**config.mk**
```make
export PLATFORM = sky130hd
export DESIGN_NAME = pee_controller
export DESIGN_NICKNAME = d
export VERILOG_FILES = /design/src/rtl/core/pee_pkg.sv /design/src/rtl/core/pee_controller.sv
export SDC_FILE = /design/constraint.sdc
export NUM_CORES = 1
export LEC_CHECK = 0
export BUFFER_PORTS_ARGS = -buffer_cell sky130_fd_sc_hd__clkbuf_2
export CORE_AREA = 2 2 39 41
export CTS_CLUSTER_DIAMETER = 60
export DETAILED_ROUTE_END_ITERATION = 16
export DIE_AREA = 0 0 41 43
export SLEW_MARGIN = 5
export SYNTH_ARGS = -nofsm -noshare
export SYNTH_HDL_FRONTEND = slang
export SYNTH_SLANG_ARGS = --single-unit
```
**constraint.sdc**
```tcl
create_clock -name clock -period 3.1 [get_ports clock]
set_clock_uncertainty 0.1 [all_clocks]
set_input_delay 0.31 -clock clock [delete_from_list [all_inputs] [get_ports clock]]
set_output_delay 0.31 -clock clock [all_outputs]
set_load 0.01 [all_outputs]
```
**src/rtl/core/pee_pkg.sv**
```systemverilog
package pee_pkg;

   localparam int STACK_DEPTH_DEF = 128;
   localparam int VALUE_WIDTH_DEF = 32;
   localparam int SYMBOL_W        = 8;
   localparam int RESULT_W        = 32;

   localparam logic [SYMBOL_W-1:0] CHAR_ZERO    = 8'h30;
   localparam logic [SYMBOL_W-1:0] CHAR_NINE    = 8'h39;
   localparam logic [SYMBOL_W-1:0] CHAR_PLUS    = 8'h2B;
   localparam logic [SYMBOL_W-1:0] CHAR_MINUS   = 8'h2D;
   localparam logic [SYMBOL_W-1:0] CHAR_STAR    = 8'h2A;
   localparam logic [SYMBOL_W-1:0] CHAR_SLASH   = 8'h2F;
   localparam logic [SYMBOL_W-1:0] CHAR_PERCENT = 8'h25;

   typedef enum logic [2:0] {
      KIND_DIGIT,
      KIND_ADD,
      KIND_SUB,
      KIND_MUL,
      KIND_DIV,
      KIND_MOD,
      KIND_OTHER
   } sym_kind_type;

   typedef enum logic [1:0] {
      UOP_MUL,
      UOP_DIV,
      UOP_MOD
   } unit_op_type;

   typedef enum logic [1:0] {
      PSRC_DIGIT,
      PSRC_ALU,
      PSRC_UNIT
   } push_src_type;

   typedef enum logic [2:0] {
      ST_IDLE,
      ST_DECODE,
      ST_POP_LEFT,
      ST_OPERATE,
      ST_EXECUTE,
      ST_UNIT_WAIT,
      ST_END_POP,
      ST_END_EMIT
   } ctrl_state_type;

   typedef struct packed {
      logic         load_symbol;
      logic         push;
      push_src_type push_src;
      logic         pop;
      logic         cap_right;
      logic         cap_left;
      logic         set_div_err;
      logic         unit_start;
      logic         emit;
   } cmd_type;

   typedef struct packed {
      sym_kind_type kind;
      logic         div_err;
      logic         right_zero;
      logic         last;
      logic         unit_done;
      logic         out_free;
   } status_type;

   function automatic sym_kind_type classify(input logic [SYMBOL_W-1:0] c);
      sym_kind_type k;
      if (c >= CHAR_ZERO && c <= CHAR_NINE) begin
         k = KIND_DIGIT;
      end else begin
         unique case (c)
            CHAR_PLUS:    k = KIND_ADD;
            CHAR_MINUS:   k = KIND_SUB;
            CHAR_STAR:    k = KIND_MUL;
            CHAR_SLASH:   k = KIND_DIV;
            CHAR_PERCENT: k = KIND_MOD;
            default:      k = KIND_OTHER;
         endcase
      end
      return k;
   endfunction

endpackage

```
**src/rtl/core/pee_controller.sv**
```systemverilog
module pee_controller (
   input  logic                clock,
   input  logic                reset,
   input  logic                req_valid,
   output logic                req_ready,
   input  pee_pkg::status_type status,
   output pee_pkg::cmd_type    cmd
);

   pee_pkg::ctrl_state_type state_ff;
   pee_pkg::ctrl_state_type state_in;
   pee_pkg::ctrl_state_type after_symbol;

   assign after_symbol = status.last ? pee_pkg::ST_END_POP : pee_pkg::ST_IDLE;

   always_ff @(posedge clock) begin
      if (reset) begin
         state_ff <= pee_pkg::ST_IDLE;
      end else begin
         state_ff <= state_in;
      end
   end

   always_comb begin
      state_in  = state_ff;
      req_ready = 1'b0;
      cmd       = '0;
      unique case (state_ff)
         pee_pkg::ST_IDLE: begin
            req_ready = 1'b1;
            if (req_valid) begin
               cmd.load_symbol = 1'b1;
               state_in        = pee_pkg::ST_DECODE;
            end
         end
         pee_pkg::ST_DECODE: begin
            if (status.div_err) begin
               state_in = after_symbol;
            end else if (status.kind == pee_pkg::KIND_DIGIT) begin
               cmd.push     = 1'b1;
               cmd.push_src = pee_pkg::PSRC_DIGIT;
               state_in     = after_symbol;
            end else begin
               cmd.pop  = 1'b1;
               state_in = pee_pkg::ST_POP_LEFT;
            end
         end
         pee_pkg::ST_POP_LEFT: begin
            cmd.cap_right = 1'b1;
            cmd.pop       = 1'b1;
            state_in      = pee_pkg::ST_OPERATE;
         end
         pee_pkg::ST_OPERATE: begin
            cmd.cap_left = 1'b1;
            state_in     = pee_pkg::ST_EXECUTE;
         end
         pee_pkg::ST_EXECUTE: begin
            unique case (status.kind)
               pee_pkg::KIND_ADD, pee_pkg::KIND_SUB: begin
                  cmd.push     = 1'b1;
                  cmd.push_src = pee_pkg::PSRC_ALU;
                  state_in     = after_symbol;
               end
               pee_pkg::KIND_MUL: begin
                  cmd.unit_start = 1'b1;
                  state_in       = pee_pkg::ST_UNIT_WAIT;
               end
               pee_pkg::KIND_DIV, pee_pkg::KIND_MOD: begin
                  if (status.right_zero) begin
                     cmd.set_div_err = 1'b1;
                     state_in        = after_symbol;
                  end else begin
                     cmd.unit_start = 1'b1;
                     state_in       = pee_pkg::ST_UNIT_WAIT;
                  end
               end
               default: begin
                  state_in = after_symbol;
               end
            endcase
         end
         pee_pkg::ST_UNIT_WAIT: begin
            if (status.unit_done) begin
               cmd.push     = 1'b1;
               cmd.push_src = pee_pkg::PSRC_UNIT;
               state_in     = after_symbol;
            end
         end
         pee_pkg::ST_END_POP: begin
            cmd.pop  = !status.div_err;
            state_in = pee_pkg::ST_END_EMIT;
         end
         pee_pkg::ST_END_EMIT: begin
            if (status.out_free) begin
               cmd.emit = 1'b1;
               state_in = pee_pkg::ST_IDLE;
            end
         end
         default: begin
            state_in = pee_pkg::ST_IDLE;
         end
      endcase
   end

endmodule

```
==> impl_metrics.csv <==
group,metric,value,unit
logic_synthesis,synth-seq-cells,3,
critical_path,r2r-start,"state_ff[1]$_SDFFE_PP0P_",
clock_network,cts.sinks,3,
logic_synthesis,synth_xor_area_share,2.14,%
floorplan,num_rows,14,
clock_network,cts.repair.resized,0,
power,netSwitchingPower,0.0575,mW
power,clkPwrFrac,37.8,%
critical_path,r2r-end,"state_ff[1]$_SDFFE_PP0P_",
logic_synthesis,synth_ff_type,"dfxtp_1",
critical_path,arrival,1.53,ns
logic_synthesis,synthCells,55,
worst_hold_path,hold-path-cell-count,2,
logic_synthesis,yosys-top-cells-area,"dfxtp_1, buf_6, nand2_1, nor2_1, nor3_2",
clock_network,clk_latency,0.23,ns
sta,period_minus_slack,1.94,ns
logic_synthesis,yosys.area_share.simple,39.4,%
placed_design,gp_congestion,0.700,
power,seq_power_share,28.9,%
critical_path,crit_fanout,13,
logic_synthesis,synth_commonest_cells,"nand2_1, nor2_1",
placed_design,dp_hpwl,792,um
route,drtPass1Iterations,3,
power,p_int,0.117,mW
sta,tightest_slew,0.472,ns
logic_synthesis,synth_top_family_by_area,"simple AND/OR/NAND/NOR gates",
logic_synthesis,yosysSeqAreaShare,14.7,%
route,drt-initial-drc-count,5,
worst_hold_path,worstHoldPathType,"input port to flip-flop",
sta,period_share,62.7,%
sta,fin_setup_tns,0,ns
power,peakVddDrop,0.167,mV
global_routing,grt_first_pass_wirelength,1550,um
cells_and_area,regMostFlops,"state_ff",
critical_path,max_stage_delay,0.42,ns
sta,drv_slew,0,
power,swShare,32.9,%
logic_synthesis,syn_area,409,um2
clock_network,htreeDepth,1,
power,combPwrFrac,33.3,%
logic_synthesis,syn_nets,66,
global_routing,overflow,0,
clock_network,clockRootBuffer,"clkbuf_4",
clock_network,clk_pin_slew,0.03,ns
critical_path,slowest_stage,"dfxtp_1",
sta,setup_viol,0,
clock_network,cts_tree,"yes",
worst_hold_path,hold_end,"state_ff[0]$_SDFFE_PP0P_",
clock_network,cts_buffer_depth,2,
floorplan,fp.dieW,41,um
logic_synthesis,synth-compound-area-share,30.3,%
flow_run,maxCapViolations,0,
critical_path,cp-end-kind,"output port",
critical_path,path_cells,"nand2b_1 > nor4_1 > a31o_2 > clkbuf_2",
logic_synthesis,yosysWarnings,0,
floorplan,io_pins,22,
worst_hold_path,min_from,"reset",
sta,slew_headroom,68.5,%
logic_synthesis,synth_top_area_share,14.7,%
power,leakage,0.228,nW
cells_and_area,layout-drive-gt1-share,40.3,%
critical_path,cp-start-kind,"flip-flop",
global_routing,grt_usage,12.6,%
cells_and_area,fillers,143,
critical_path,r2r_setup_slack,1.60,ns
logic_synthesis,synth_top_cell_by_area,"dfxtp_1",
logic_synthesis,syn_avg_cell_area,7.44,um2
critical_path,critPathRequiredTime,2.69,ns
clock_network,cts_buffers,3,
logic_synthesis,synth_cell_types,33,
route,routed_wl,1000,um
logic_synthesis,synth-edff-count,0,
placed_design,place_ws,1.38,ns
cells_and_area,fin_nets,89,
status,status,"finished, final reports clean",
floorplan,die_area,0.00176,mm2
clock_network,post_cts_buffers,0,
sta,rsz0062_at_grt,"false",
cells_and_area,syn2layout_area_growth,28.7,%
cells_and_area,largest_registers,"state_ff: 3 flops",
global_routing,grt_pass1_vias,410,
floorplan,core,0.00138,mm2
critical_path,critPathKind,"flip-flop to output port",
global_routing,grt_max_degree,17,
critical_path,r2r_cells,4,
route,vias,474,
sta,layout_setup_ws,1.16,ns
sta,clock.fmax,0.514,GHz
global_routing,antenna_found_initial,0,
floorplan,dieHeight,43,um
logic_synthesis,ys_async_sr_fraction,0,%
cells_and_area,largest_reg_flops,3,
cells_and_area,antennaDiodeCount,0,
clock_network,ctsHoldBuffers,0,
route,antenna_left,0,
floorplan,start_util,29.6,%
placed_design,io_buffer_count,21,
sta,hold_violations,0,
power,p_per_area,332,mW/mm2
logic_synthesis,post-synth-top-count-cell,"nand2_1",
cells_and_area,fin_util,38.1,%
logic_synthesis,muxShareOfSynthArea,2.45,%
logic_synthesis,synthAdderAreaFrac,0,%
route,viasPerCell,5.10,
route,drc_errors,0,
route,wire_per_inst,10.8,um
-- kinds of logic (layout without fill, tap and decap cells) --
family / count (synthesis) / in the layout
buf+inv: 6 / 28
flops: 3 / 3
xor+xnor: 1 / 1
simple gates: 29 / 29
mux: 1 / 1
compound gates: 15 / 15
-- worst max-delay path by stage --
stage / slack (ns) / cells after the start / startpoint / end
global route: 0.99 / 4 / state_ff[2]$_SDFFE_PP0P_ / cmd[8]
global placement: 1.40 / 4 / state_ff[2]$_SDFFE_PP0P_ / cmd[8]
detailed placement: 1.38 / 4 / state_ff[2]$_SDFFE_PP0P_ / cmd[8]
CTS: 1.14 / 4 / state_ff[2]$_SDFFE_PP0P_ / cmd[8]
finish: 1.16 / 4 / state_ff[1]$_SDFFE_PP0P_ / cmd[5]
floorplan: 1.54 / 5 / state_ff[1]$_SDFFE_PP0P_ / cmd[8]
-- cell usage in the layout, fill, tap and decap left out, types with 2 or more instances in the layout --
cell type  Yosys  routed
dfxtp_1        3       3
nand2b_1       3       3
nand2_1        7       7
nor2_1         6       6
nor3_1         2       2
inv_1          3       3
clkbuf_4       0       3
and3_1         2       2
clkbuf_2       0      21
nor3_2         2       2
-- power by group through the flow --
stage          logic, mW  clock network [mW]  registers, mW
3_5_place_dp      0.0580                   0         0.0513
3_3_place_gp      0.0582                   0         0.0505
6_report          0.0581              0.0660         0.0506
2_1_floorplan     0.0470                   0         0.0444
5_1_grt           0.0642              0.0710         0.0520
4_1_cts           0.0585              0.0702         0.0507
-- cell type report --
type	count	area (um2)	share of cell area, %
Sequential cell	3	60.1	11.4
Clock buffer	4	26.3	4.99
Tap cell	16	20.0	3.80
Inverter	3	11.3	2.14
Timing Repair Buffer	21	105	20.0
Multi-Input combinational cell	46	304	57.7
-- metal layers --
metal / wire, um / global-route usage, % / vias to the layer above
li1: - / - / 245
met1: 489 / 15.9 / 217
met2: 455 / 19.1 / 12
met3: 55 / 0 / 0
met4: 0 / 10.0 / 0
met5: 0 / 0 / -
-- critical path, delay by kind of cell, from the launching register on --
family                 cells  cell delay [ns]
AO/OA/AOI/OAI              1             0.16
AND/OR/NAND/NOR            2             0.60
flip-flops                 1             0.42
buffers and inverters      1             0.12
-- stage by stage --
step           power, mW  hold WS, ns  cell area, um2  cells
2_1_floorplan     0.0913        0.276             409     55
3_3_place_gp       0.109        0.441             500     89
3_5_place_dp       0.109        0.441             500     89
4_1_cts            0.179        0.197             527     93
5_1_grt            0.187        0.209             527     93
6_report           0.175        0.205             527     93
Power figures use the tool's default switching activity.
